`config.mk`:
```
export PLATFORM = sky130hd
export DESIGN_NAME = ble_adv_device_detector
export DESIGN_NICKNAME = d
export VERILOG_FILES = /design/src/sv/bled_pkg.sv /design/src/sv/bled_fifo.sv /design/src/sv/bled_front.sv /design/src/sv/bled_back.sv /design/src/sv/ble_adv_device_detector.sv
export SDC_FILE = /design/constraint.sdc
export NUM_CORES = 1
export LEC_CHECK = 0
export BUFFER_PORTS_ARGS = -buffer_cell sky130_fd_sc_hd__buf_2
export CORE_MARGIN = 5
export CORE_UTILIZATION = 35
export CTS_BUF_LIST = sky130_fd_sc_hd__clkbuf_4
export DETAILED_ROUTE_END_ITERATION = 6
export PLACE_DENSITY = 0.61
export SLEW_MARGIN = 20
export SYNTH_ARGS = -nofsm -noshare
export SYNTH_HDL_FRONTEND = slang
export SYNTH_HIERARCHICAL = 1
export SYNTH_SLANG_ARGS = --single-unit
```
`constraint.sdc`:
```
create_clock -name clock -period 9.3 [get_ports clock]
set_input_delay 1.395 -clock clock [delete_from_list [all_inputs] [get_ports clock]]
set_output_delay 1.395 -clock clock [all_outputs]
set_load 0.05 [all_outputs]
```
`src/sv/bled_pkg.sv`:
```
`timescale 1ns / 1ps
`default_nettype none
// ---------------------------------------------------------------------------
// bled_pkg
// Shared types and constants of the advertising report device detector.
// ---------------------------------------------------------------------------
package bled_pkg;

   // fixed widths of the report fields
   localparam int ADDR_W   = 48;
   localparam int PREFIX_W = 24;
   localparam int LEN_W    = 5;

   // register indexes of the configuration port
   localparam logic [1:0] CSR_PREFIX_ONE   = 2'd0;
   localparam logic [1:0] CSR_PREFIX_TWO   = 2'd1;
   localparam logic [1:0] CSR_PREFIX_THREE = 2'd2;

   // register reset values
   localparam logic [PREFIX_W-1:0] PREFIX_ONE_RST   = 24'h0CFA22;
   localparam logic [PREFIX_W-1:0] PREFIX_TWO_RST   = 24'h80E126;
   localparam logic [PREFIX_W-1:0] PREFIX_THREE_RST = 24'h80E127;

   // structure type codes for a local name
   localparam logic [7:0] AD_NAME_SHORT    = 8'h08;
   localparam logic [7:0] AD_NAME_COMPLETE = 8'h09;

   // seven byte name pattern, entry 0 first on the air
   localparam logic [LEN_W-1:0] PAT_LEN = 5'd7;
   localparam logic [6:0][7:0] PAT_BYTES =
      {8'h72, 8'h65, 8'h70, 8'h70, 8'h69, 8'h6C, 8'h46};

   // parser phase within the length/type/data walk
   typedef enum logic [1:0] {
      PH_LEN,
      PH_TYPE,
      PH_DATA,
      PH_STOP
   } parse_phase_type;

   // verdict of one finished report, as queued for the back end
   typedef struct packed {
      logic                 is_match;
      logic                 by_prefix;
      logic                 by_name;
      logic [ADDR_W-1:0]    address;
      logic signed [7:0]    strength;
      logic [LEN_W-1:0]     count;
   } verdict_type;

endpackage : bled_pkg
`default_nettype wire

```
`src/sv/bled_fifo.sv`:
```
`timescale 1ns / 1ps
`default_nettype none
// ---------------------------------------------------------------------------
// bled_fifo
// Two-entry queue of finished report verdicts between parser and emitter.
// ---------------------------------------------------------------------------
module bled_fifo #(
   parameter int WIDTH = 8
) (
   input  wire logic             clock,
   input  wire logic             reset,
   input  wire logic             push,
   input  wire logic [WIDTH-1:0] push_data,
   input  wire logic             pop,
   output logic                  full,
   output logic                  empty,
   output logic [WIDTH-1:0]      head
);

   logic [WIDTH-1:0] entry_ff [2];
   logic             wr_ptr_ff, wr_ptr_in;
   logic             rd_ptr_ff, rd_ptr_in;
   logic [1:0]       count_ff, count_in;
   logic             do_push, do_pop;

   assign full    = (count_ff == 2'd2);
   assign empty   = (count_ff == 2'd0);
   assign head    = entry_ff[rd_ptr_ff];
   assign do_push = push && !full;
   assign do_pop  = pop && !empty;

   // advance pointers and occupancy
   always_comb begin
      wr_ptr_in = do_push ? ~wr_ptr_ff : wr_ptr_ff;
      rd_ptr_in = do_pop ? ~rd_ptr_ff : rd_ptr_ff;
      count_in  = count_ff;
      if (do_push && !do_pop) begin
         count_in = count_ff + 2'd1;
      end else if (do_pop && !do_push) begin
         count_in = count_ff - 2'd1;
      end
   end

   always_ff @(posedge clock) begin
      if (reset) begin
         wr_ptr_ff <= 1'b0;
         rd_ptr_ff <= 1'b0;
         count_ff  <= 2'd0;
      end else begin
         wr_ptr_ff <= wr_ptr_in;
         rd_ptr_ff <= rd_ptr_in;
         count_ff  <= count_in;
      end
   end

   // store an incoming verdict
   always_ff @(posedge clock) begin
      if (do_push) begin
         entry_ff[wr_ptr_ff] <= push_data;
      end
   end

endmodule : bled_fifo
`default_nettype wire

```
`src/sv/bled_front.sv`:
```
`timescale 1ns / 1ps
`default_nettype none
// ---------------------------------------------------------------------------
// bled_front
// Walks advertising structures one byte a beat, captures a matching name
// and forms the verdict of each report at its last beat.
// ---------------------------------------------------------------------------
module bled_front
   import bled_pkg::*;
#(
   parameter int NAME_MAX = 23
) (
   input  wire logic                  clock,
   input  wire logic                  reset,
   input  wire logic                  csr_we,
   input  wire logic [1:0]            csr_index,
   input  wire logic [PREFIX_W-1:0]   csr_wdata,
   input  wire logic                  take,
   input  wire logic [ADDR_W-1:0]     dev_address,
   input  wire logic signed [7:0]     signal_strength,
   input  wire logic [7:0]            payload_byte,
   input  wire logic                  byte_present,
   input  wire logic                  report_end,
   output logic                       job_push,
   output verdict_type                job_verdict,
   output logic [NAME_MAX-1:0][7:0]   job_name
);

   localparam int IDX_W = $clog2(NAME_MAX);

   logic [PREFIX_W-1:0] prefix_one_ff, prefix_two_ff, prefix_three_ff;

   parse_phase_type   phase_ff, phase_in;
   logic [7:0]        left_ff, left_in, left_b;
   logic [7:0]        kind_ff, kind_in, kind_b;
   logic              pat_ok_ff, pat_ok_in, pat_ok_b;
   logic [LEN_W-1:0]  cand_len_ff, cand_len_in, cand_len_b;
   logic [NAME_MAX-1:0][7:0] cand_buf_ff, cand_buf_in;
   logic [NAME_MAX-1:0][7:0] kept_ff, kept_in;
   logic [LEN_W-1:0]  kept_len_ff, kept_len_in, kept_len_b;
   logic              found_ff, found_in, found_b;

   logic              byte_take;
   logic              pat_hit, capture;
   logic [PREFIX_W-1:0] top_octets;
   logic              by_prefix, match;
   logic [NAME_MAX-1:0][7:0] default_name;

   assign byte_take = take && byte_present;

   // configuration writes
   always_ff @(posedge clock) begin
      if (reset) begin
         prefix_one_ff   <= PREFIX_ONE_RST;
         prefix_two_ff   <= PREFIX_TWO_RST;
         prefix_three_ff <= PREFIX_THREE_RST;
      end else if (csr_we) begin
         unique case (csr_index)
            CSR_PREFIX_ONE:   prefix_one_ff   <= csr_wdata;
            CSR_PREFIX_TWO:   prefix_two_ff   <= csr_wdata;
            CSR_PREFIX_THREE: prefix_three_ff <= csr_wdata;
            default: ;
         endcase
      end
   end

   // next parser phase
   always_comb begin
      phase_in = phase_ff;
      if (take && report_end) begin
         phase_in = PH_LEN;
      end else if (byte_take) begin
         unique case (phase_ff)
            PH_LEN:  phase_in = (payload_byte == 8'd0) ? PH_STOP : PH_TYPE;
            PH_TYPE: phase_in = (left_ff == 8'd0) ? PH_LEN : PH_DATA;
            PH_DATA: phase_in = (left_ff == 8'd1) ? PH_LEN : PH_DATA;
            PH_STOP: phase_in = PH_STOP;
            default: phase_in = PH_LEN;
         endcase
      end
   end

   // pattern check of the current data byte
   always_comb begin
      pat_hit = 1'b1;
      if (cand_len_ff < PAT_LEN) begin
         pat_hit = (payload_byte == PAT_BYTES[cand_len_ff[2:0]]);
      end
   end

   // parse state after this beat's byte
   always_comb begin
      left_b      = left_ff;
      kind_b      = kind_ff;
      pat_ok_b    = pat_ok_ff;
      cand_len_b  = cand_len_ff;
      cand_buf_in = cand_buf_ff;
      capture     = 1'b0;
      if (byte_take) begin
         unique case (phase_ff)
            PH_LEN: begin
               if (payload_byte != 8'd0) begin
                  left_b = payload_byte - 8'd1;
               end
            end
            PH_TYPE: begin
               kind_b     = payload_byte;
               pat_ok_b   = 1'b1;
               cand_len_b = '0;
            end
            PH_DATA: begin
               pat_ok_b = pat_ok_ff && pat_hit;
               if (cand_len_ff < LEN_W'(NAME_MAX)) begin
                  cand_buf_in[cand_len_ff[IDX_W-1:0]] = payload_byte;
                  cand_len_b = cand_len_ff + 5'd1;
               end
               left_b  = left_ff - 8'd1;
               capture = (left_ff == 8'd1) && pat_ok_b && (cand_len_b >= PAT_LEN) &&
                         ((kind_ff == AD_NAME_SHORT) || (kind_ff == AD_NAME_COMPLETE));
            end
            PH_STOP: ;
            default: ;
         endcase
      end
   end

   // keep a finished name structure
   always_comb begin
      kept_in    = capture ? cand_buf_in : kept_ff;
      kept_len_b = capture ? cand_len_b : kept_len_ff;
      found_b    = capture || found_ff;
   end

   // clear parse state at report end
   always_comb begin
      left_in     = left_b;
      kind_in     = kind_b;
      pat_ok_in   = pat_ok_b;
      cand_len_in = cand_len_b;
      kept_len_in = kept_len_b;
      found_in    = found_b;
      if (take && report_end) begin
         left_in     = '0;
         kind_in     = '0;
         pat_ok_in   = 1'b0;
         cand_len_in = '0;
         kept_len_in = '0;
         found_in    = 1'b0;
      end
   end

   always_ff @(posedge clock) begin
      if (reset) begin
         phase_ff    <= PH_LEN;
         left_ff     <= '0;
         kind_ff     <= '0;
         pat_ok_ff   <= 1'b0;
         cand_len_ff <= '0;
         kept_len_ff <= '0;
         found_ff    <= 1'b0;
      end else begin
         phase_ff    <= phase_in;
         left_ff     <= left_in;
         kind_ff     <= kind_in;
         pat_ok_ff   <= pat_ok_in;
         cand_len_ff <= cand_len_in;
         kept_len_ff <= kept_len_in;
         found_ff    <= found_in;
      end
   end

   // name buffers hold no reset
   always_ff @(posedge clock) begin
      cand_buf_ff <= cand_buf_in;
      kept_ff     <= kept_in;
   end

   // verdict at report end
   always_comb begin
      default_name = '0;
      for (int i = 0; i < 7; i++) begin
         default_name[i] = PAT_BYTES[i];
      end
   end

   assign top_octets = dev_address[ADDR_W-1 -: PREFIX_W];
   assign by_prefix  = (top_octets == prefix_one_ff) || (top_octets == prefix_two_ff) ||
                       (top_octets == prefix_three_ff);
   assign match      = by_prefix || found_b;
   assign job_push   = take && report_end;

   always_comb begin
      job_verdict = '0;
      job_name    = '0;
      if (match) begin
         job_verdict.is_match  = 1'b1;
         job_verdict.by_prefix = by_prefix;
         job_verdict.by_name   = found_b;
         job_verdict.address   = dev_address;
         job_verdict.strength  = signal_strength;
         job_verdict.count     = found_b ? kept_len_b : PAT_LEN;
         job_name              = found_b ? kept_in : default_name;
      end else begin
         job_verdict.count = 5'd1;
      end
   end

endmodule : bled_front
`default_nettype wire

```
`src/sv/bled_back.sv`:
```
`timescale 1ns / 1ps
`default_nettype none
// ---------------------------------------------------------------------------
// bled_back
// Emits one result beat per name character of the oldest queued verdict.
// ---------------------------------------------------------------------------
module bled_back
   import bled_pkg::*;
#(
   parameter int NAME_MAX = 23
) (
   input  wire logic                  clock,
   input  wire logic                  reset,
   input  wire logic                  head_empty,
   input  wire verdict_type           head_verdict,
   input  wire logic [NAME_MAX-1:0][7:0] head_name,
   output logic                       head_pop,
   output logic                       rsp_empty,
   input  wire logic                  rsp_pop,
   output logic                       rsp_is_match,
   output logic                       rsp_matched_by_prefix,
   output logic                       rsp_matched_by_name,
   output logic [ADDR_W-1:0]          rsp_out_address,
   output logic signed [7:0]          rsp_out_strength,
   output logic [7:0]                 rsp_name_char,
   output logic [LEN_W-1:0]           rsp_name_length,
   output logic                       rsp_run_last
);

   localparam int IDX_W = $clog2(NAME_MAX);

   logic [LEN_W-1:0] idx_ff, idx_in;
   logic             fire, last;

   assign rsp_empty = head_empty;
   assign last      = (idx_ff == head_verdict.count - 5'd1);
   assign fire      = rsp_pop && !head_empty;
   assign head_pop  = fire && last;

   // advance the character index
   always_comb begin
      idx_in = idx_ff;
      if (fire) begin
         idx_in = last ? '0 : idx_ff + 5'd1;
      end
   end

   always_ff @(posedge clock) begin
      if (reset) begin
         idx_ff <= '0;
      end else begin
         idx_ff <= idx_in;
      end
   end

   // result fields from the queue head
   assign rsp_is_match          = head_verdict.is_match;
   assign rsp_matched_by_prefix = head_verdict.by_prefix;
   assign rsp_matched_by_name   = head_verdict.by_name;
   assign rsp_out_address       = head_verdict.address;
   assign rsp_out_strength      = head_verdict.strength;
   assign rsp_name_char         = head_name[idx_ff[IDX_W-1:0]];
   assign rsp_name_length       = head_verdict.is_match ? head_verdict.count : '0;
   assign rsp_run_last          = last;

`ifndef SYNTHESIS
   a_idx_in_run: assert property (@(posedge clock) disable iff (reset)
      !head_empty |-> (idx_ff < head_verdict.count))
      else $error("character index beyond run length");

   a_run_nonzero: assert property (@(posedge clock) disable iff (reset)
      !head_empty |-> (head_verdict.count != 5'd0))
      else $error("queued run has no result");

   a_nomatch_single: assert property (@(posedge clock) disable iff (reset)
      (!head_empty && !head_verdict.is_match) |-> (head_verdict.count == 5'd1))
      else $error("unmatched report with more than one result");

   a_idx_step: assert property (@(posedge clock) disable iff (reset)
      (fire && !last) |=> (!head_empty && (idx_ff == $past(idx_ff) + 5'd1)))
      else $error("run did not advance by one character");
`endif

endmodule : bled_back
`default_nettype wire

```
`src/sv/ble_adv_device_detector.sv`:
```
`timescale 1ns / 1ps
`default_nettype none
// ---------------------------------------------------------------------------
// ble_adv_device_detector
// Parses advertising reports byte by byte and reports devices identified by
// address prefix or by local name, one result beat per name character.
// ---------------------------------------------------------------------------
//  channel   handshake          beat
//  req_      push / full        one payload byte, with address and RSSI
//  rsp_      empty / pop        one name character of a verdict
//  csr_      we                 one prefix register write
//
//  A payload byte is taken every cycle while full is low. Full rises only
//  when two finished verdicts wait in the queue between parser and
//  emitter. A report gives 1 to NAME_MAX result beats, one per cycle while
//  pop is high, paced by the emitter's character counter.
//  Reset is synchronous; the name buffers are not cleared.
// ---------------------------------------------------------------------------
module ble_adv_device_detector
   import bled_pkg::*;
#(
   parameter int NAME_MAX = 23
) (
   input  wire logic                clock,
   input  wire logic                reset,
   input  wire logic                req_push,
   output logic                     req_full,
   input  wire logic [47:0]         req_dev_address,
   input  wire logic signed [7:0]   req_signal_strength,
   input  wire logic [7:0]          req_payload_byte,
   input  wire logic                req_byte_present,
   input  wire logic                req_report_end,
   output logic                     rsp_empty,
   input  wire logic                rsp_pop,
   output logic                     rsp_is_match,
   output logic                     rsp_matched_by_prefix,
   output logic                     rsp_matched_by_name,
   output logic [47:0]              rsp_out_address,
   output logic signed [7:0]        rsp_out_strength,
   output logic [7:0]               rsp_name_char,
   output logic [4:0]               rsp_name_length,
   output logic                     rsp_run_last,
   input  wire logic                csr_we,
   input  wire logic [1:0]          csr_index,
   input  wire logic [23:0]         csr_wdata
);

   localparam int NAME_W = NAME_MAX * 8;
   localparam int Q_W    = $bits(verdict_type) + NAME_W;

   logic                      take;
   logic                      job_push;
   verdict_type               job_verdict;
   logic [NAME_MAX-1:0][7:0]  job_name;
   logic                      q_full, q_empty, q_pop;
   logic [Q_W-1:0]            q_head;
   verdict_type               head_verdict;
   logic [NAME_MAX-1:0][7:0]  head_name;

   assign req_full = q_full;
   assign take     = req_push && !q_full;

   // parser
   bled_front #(
      .NAME_MAX (NAME_MAX)
   ) u_front (
      .clock           (clock),
      .reset           (reset),
      .csr_we          (csr_we),
      .csr_index       (csr_index),
      .csr_wdata       (csr_wdata),
      .take            (take),
      .dev_address     (req_dev_address),
      .signal_strength (req_signal_strength),
      .payload_byte    (req_payload_byte),
      .byte_present    (req_byte_present),
      .report_end      (req_report_end),
      .job_push        (job_push),
      .job_verdict     (job_verdict),
      .job_name        (job_name)
   );

   // verdict queue
   bled_fifo #(
      .WIDTH (Q_W)
   ) u_fifo (
      .clock     (clock),
      .reset     (reset),
      .push      (job_push),
      .push_data ({job_verdict, job_name}),
      .pop       (q_pop),
      .full      (q_full),
      .empty     (q_empty),
      .head      (q_head)
   );

   assign head_verdict = q_head[Q_W-1 -: $bits(verdict_type)];
   assign head_name    = q_head[NAME_W-1:0];

   // emitter
   bled_back #(
      .NAME_MAX (NAME_MAX)
   ) u_back (
      .clock                 (clock),
      .reset                 (reset),
      .head_empty            (q_empty),
      .head_verdict          (head_verdict),
      .head_name             (head_name),
      .head_pop              (q_pop),
      .rsp_empty             (rsp_empty),
      .rsp_pop               (rsp_pop),
      .rsp_is_match          (rsp_is_match),
      .rsp_matched_by_prefix (rsp_matched_by_prefix),
      .rsp_matched_by_name   (rsp_matched_by_name),
      .rsp_out_address       (rsp_out_address),
      .rsp_out_strength      (rsp_out_strength),
      .rsp_name_char         (rsp_name_char),
      .rsp_name_length       (rsp_name_length),
      .rsp_run_last          (rsp_run_last)
   );

endmodule : ble_adv_device_detector
`default_nettype wire
```
Word level (Yosys, flattened, before mapping)
Memory sizes are Yosys's and may differ from the RTL's. A register that Yosys moved wholly into a read port is not among the register bits. Cells that the tools add are included.

Register bits after elaboration: 479. Memory bits (writable): 496. ROM bits: 64. Input bits: 97. Output and inout bits: 75. Logic and storage cells: 172. Memories: 2.

Add/sub/neg operators: 7. Magnitude comparators: 7. Equal/unequal tests: 15. Multiplexer cells: 40. Bitwise operators: 2. Reduce and logical (&&, ||, !) cells: 39.

Memories: u_fifo.entry_ff (depth 2, width 248, rd ports 1, clocked after Yosys merged registers in 1, wr ports 1, RTL line bled_fifo.sv:20) `logic [WIDTH-1:0] entry_ff [2];`; (no name shown) (depth 8, width 8, rd ports 1, clocked after Yosys merged registers in 1, wr ports 0, RTL line bled_front.sv:87) `pat_hit = (payload_byte == PAT_BYTES[cand_len_ff[2:0]]);`.

Operators by type and width (count): 184-bit two-way mux (6); 184-bit bitwise mux (1); 24-bit equality test (3); 59-bit two-way mux (1); 5-bit two-way mux (9); 8-bit binary-select mux with 5-bit select (1); 8-bit demux with 5-bit select (1); 8-bit two-way mux (4); 8-bit by 4-bit equality test with 1-bit output (second input constant) (2); 8-bit zero test (2); 8-bit one-hot mux with 2 select lines (1); 8-bit by 1-bit subtractor with 8-bit output (second input constant) (2); 1-bit logical AND (14); 5-bit by 6-bit less-than comparator with 1-bit output (second input constant) (2); 5-bit by 1-bit adder with 5-bit output (second input constant) (2); 2-bit two-way mux (5); 5-bit one-hot mux with 2 select lines (1); 2-bit AND reduction (5); 2-bit equality test (second input constant) (4); 8-bit by 1-bit equality test with 1-bit output (second input constant) (1); 8-bit equality test (1); 2-bit one-hot mux with 4 select lines (1); 8-bit nonzero test (1); 1-bit two-way mux (7); 20 further kinds (33).

Longest topological paths before layout
Depth in word-level cells: 13. Gate-level depth with buffers: 14. Mapped depth without buffers: 11.

By module
Netlist, hierarchy kept.

Modules (own cells, without submodules): bled_front (times used 1, cells each 2376, area each 19927.9 um^2, seq. area each 9509.1 um^2); bled_fifo (times used 1, cells each 797, area each 19012.0 um^2, seq. area each 14994.4 um^2); bled_back (times used 1, cells each 275, area each 2512.4 um^2, seq. area each 100.1 um^2); ble_adv_device_detector (times used 1, cells each 1, area each 13.8 um^2, seq. area each 0.0 um^2).

Least setup slack after synthesis
OpenSTA, ideal clock, no wires.

Path kind: input to register. Start: in req_push. End: mem u_fifo/entry_ff[1][0] (netlist name), enable pin. Library setup time: 641 ps. Data arrival time: 7536 ps. Data required time: 8659 ps. Path slack: 1123 ps. Cell stages on the path: 5. Path buffers: 0. Path through: nor2b_4 > and2_1 > inv_1 > nor2_1 > and2_1.

Cells in the longest elaborated chain, start to end: 5.

Ends and longest elaborated chain: from (decl) (RTL line ble_adv_device_detector.sv:26) `input wire logic req_push,`; 1-bit logical AND (RTL line ble_adv_device_detector.sv:61) `assign take = req_push && !q_full;`; 1-bit logical AND (RTL line bled_front.sv:190) `assign job_push = take && report_end;`; net job_push (RTL line ble_adv_device_detector.sv:52) `logic job_push;`; 1-bit logical AND (RTL line bled_fifo.sv:29) `assign do_push = push && !full;`; 1-bit two-way mux (RTL line bled_fifo.sv:58) `if (do_push) begin`; 1-bit two-way mux (not written as such) (RTL line bled_fifo.sv:59) `entry_ff[wr_ptr_ff] <= push_data;`; to (decl) (RTL line bled_fifo.sv:20).

The timed path passes the listed nets, and every way through them passes these cells.

==> metrics.md <==
| Metric | Value |
|---|---|
| Post-synth cell types | 69 |
| Avg Cell Area, Syn | 12.02 µm² |
| Max VDD drop | 0.0001258 V |
| Finish-stage setup viols | 0 |
| Vias in the first global route | 25150 |
| #FFs+latches synth | 981 |
| Die width | 354.2 µm |
| Ys async rst share | 0% |
| Num CTS Buffers | 234 |
| Area occupied by multi-input gates | 0.01451 mm² |
| Fin crit share | 68.80% |
| Synth area leader | edfxtp_1 |
| Gr usage total | 14.71% |
| Worst-case clock skew | 67.14 ps |
| IO Port Bufs | 171 |
| Drt via density | 4.804 |
| Top post-synthesis cells by count | edfxtp_1 (496), dfxtp_1 (485), nand2_1 (413), o21ai_0 (360), mux2_4 (201) |
| Area contributors post-synth | edfxtp_1 (36%), dfxtp_1 (23%), mux2_4 (7.3%), mux2i_1 (4.6%), o21ai_0 (4.3%) |
| Detailed Routing Iterations Pass 1 | 6 |
| Initial Util | 35.16% |
| Main synth FF type | edfxtp_1 |
| Worst Tran Pin Value | 1159 ps |
| Fillers | 11380 |
| # Post-CTS Setup Buffers | 0 |
| Largest net degree at the start of global routing | 218 |
| Status | complete, no violations |
| CTS Root Buffer Type | clkbuf_4 |
| Ys Warns | 6 |
| Final GP Congestion | 0.7839 |
| Post-synthesis sequential area ratio | 59.33% |
| Worst hold path class | reg -> reg |
| Final hold slack | 432.0 ps |
| Worst path arrival time | 5000 ps |
| Reg area | 0.02462 mm² |
| Grt total ovfl | 0 |
| DRC Markers | 0 |
| Placeable Area | 0.1179 mm² |
| Unrepaired setup endpoints after global routing | no |
| Cells along the critical path | buf_4 -> mux2_4 -> mux4_2 -> nor2_1 -> nor4_1 -> a211o_1 -> buf_2 |
| Cell Rows | 126 |
| Synth-to-layout area growth | 11.06% |
| Initial antenna violation count | 5 |
| Layout cells sized above 1 | 24.61% |
| Post_cts resized | 0 |
| Slew headroom | 22.51% |
| Crit Path Category | reg -> out |
| DIE AREA | 0.1255 mm² |
| Final WL | 94710 µm |
| Slowest-stage cell, CP | nor4_1 |
| Clock slew at reported path FFs | 60 ps |
| Synthesized area | 0.04147 mm² |
| Sum Neg Setup Slack | 0 ps |
| Worst Path Required | 7910 ps |
| Syn_nets | 3565 |
| Cells after Synth | 3449 |
| Hold Vio Cnt, Final | 0 |
| Top Ports | 172 |
| FMAX | 156.3 MHz |
| EDFF count, synth | 496 |
| Post-synth top area share | 35.92% |
| Clock buffer depth | 3 |
| Sink Count | 981 |
| Startpoint types | register |
| Via count | 25710 |
| Critical Path Fanout Max | 52 |
| Skew-Pair Late Insertion Delay | 1070 ps |
| Die H | 354.2 µm |
| CTS tree | yes |
| Layout Nets | 3719 |
| Post-route non-filler standard cell count | 5351 |
| Dpl cells | 4903 |
| H-tree Lvls | 4 |
| Max incr delay on CP | 940 ps |
| Post-DRT Antenna Nets | 0 |
| First-pass GRT wire length | 145100 µm |
| Wire length per cell | 17.70 µm |
| Final Max Slew Viols | 0 |
| Count leader, synth | edfxtp_1 |
| Max-cap viol count | 0 |
| Pwr per Cell Area | 191.7 mW/mm² |
| Leakage power | 17.05 nW |
| Hold Buf Count CTS | 0 |
| Minimum clock period | 6398 ps |
| Crit path capture type | output port |
| HPWL Detailed | 54790 µm |
| Number of DRC markers in iteration 0 | 1682 |
per-layer routing:
metal | global-route usage [%] | share of wire [%] | vias up | wire length (µm)
li1 | - | - | 12550 | -
met1 | 18.49 | 44 | 12370 | 41450
met2 | 25.11 | 49 | 638 | 46160
met3 | 2.857 | 5.0 | 148 | 4766
met4 | 5.598 | 2.5 | 0 | 2333
met5 | 0 | 0 | - | 0
flip-flops by register name (all words and copies together) (netlist names), named ones only:
| name | cells |
|---|---|
| u_back/idx_ff | 5 |
| u_fifo/count_ff | 2 |
| u_fifo/entry_ff | 496 |
| u_fifo/rd_ptr_ff | 1 |
| u_fifo/wr_ptr_ff | 1 |
| u_front/cand_buf_ff | 184 |
| u_front/cand_len_ff | 5 |
| u_front/found_ff | 1 |
| u_front/kept_ff | 184 |
| u_front/kept_len_ff | 5 |
| u_front/kind_ff | 7 |
| u_front/left_ff | 8 |
| u_front/pat_ok_ff | 1 |
| u_front/phase_ff | 2 |
| u_front/prefix_one_ff | 24 |
| u_front/prefix_three_ff | 24 |
| u_front/prefix_two_ff | 24 |
final timing paths:
check | start | endpoint | slack, ps | cells past startpoint
max | register | rsp_name_char[4] | 2900 | 7
min | u_front/kept_ff[53]$_DFF_P_ | u_front/kept_ff[53]$_DFF_P_ | 430 | 2
max reg2reg | u_front/cand_len_ff[0]$_SDFF_PP0_ | u_fifo/entry_ff[0][60]$_DFFE_PP_ | 5040 | 9
min reg2reg | u_front/kept_ff[53]$_DFF_P_ | u_front/kept_ff[53]$_DFF_P_ | 430 | 2
area by class of cell:
class / instances / area share [%]
well taps: 1536 / 4.173
clock inverters: 69 / 0.7634
diodes: 7 / 0.03804
inverters: 188 / 1.549
repair buffers: 200 / 2.448
flip-flops and latches: 981 / 53.45
clock buffers: 372 / 6.064
multi-input cells: 1998 / 31.51
report_power, final:
| group | internal (mW) | switching [mW] | total [mW] |
|---|---|---|---|
| Sequential | 4.65 | 0.0449 | 4.70 |
| Combinational | 0.210 | 0.368 | 0.577 |
| Clock | 1.87 | 1.68 | 3.55 |
kinds of logic after synthesis:
group,count (synthesis),share of synthesized area (%)
AOI/OAI and AO/OA,518,6.813
xor gates and xnor gates,97,2.049
adders and majority gates,19,0.5733
buffers and inverters,470,5.772
DFF,981,59.33
muxes,497,15.59
and+or+nand+nor,867,9.870
layout by cell type (no fill, tap or decap), drive strengths merged, types with 9 or more instances in the layout:
master,netlist,layout
a211o,10,10
ha,19,19
clkinv,0,59
nor2,85,85
nand2,413,413
dfxtp,485,485
o21ai,384,384
nor2b,76,76
xnor2,17,17
inv,188,195
a21oi,65,65
buf,177,200
and2,10,10
clkbuf,105,372
nor4,27,27
xor2,80,80
mux2i,189,189
mux4,30,30
nand4,9,9
nand3,169,169
nand3b,29,29
nand2b,9,9
mux2,278,278
a211oi,20,20
nor3,13,13
edfxtp,496,496
metrics by stage:
| stage | util, % | power [mW] | worst slack [ps] | instance area (µm²) |
|---|---|---|---|---|
| after floorplan | - | 5.231 | 1123 | 41470 |
| after global placement | 36.37 | 5.370 | 4025 | 42890 |
| after detailed placement | 36.37 | 5.377 | 4007 | 42890 |
| after CTS | 39.04 | 8.966 | 2784 | 46030 |
| after global routing | 39.05 | 9.242 | 2682 | 46050 |
| final | 39.05 | 8.827 | 2902 | 46050 |
critical path: cells and delay by family, from the launching register on:
family                 cells  cell delay [ps]
buffers and inverters      2             1190
AOI/OAI and AO/OA          1              300
DFF                        1              920
and+or+nand+nor            2              980
muxes                      2              520
Note: power is estimated with default switching activity, not from simulation.
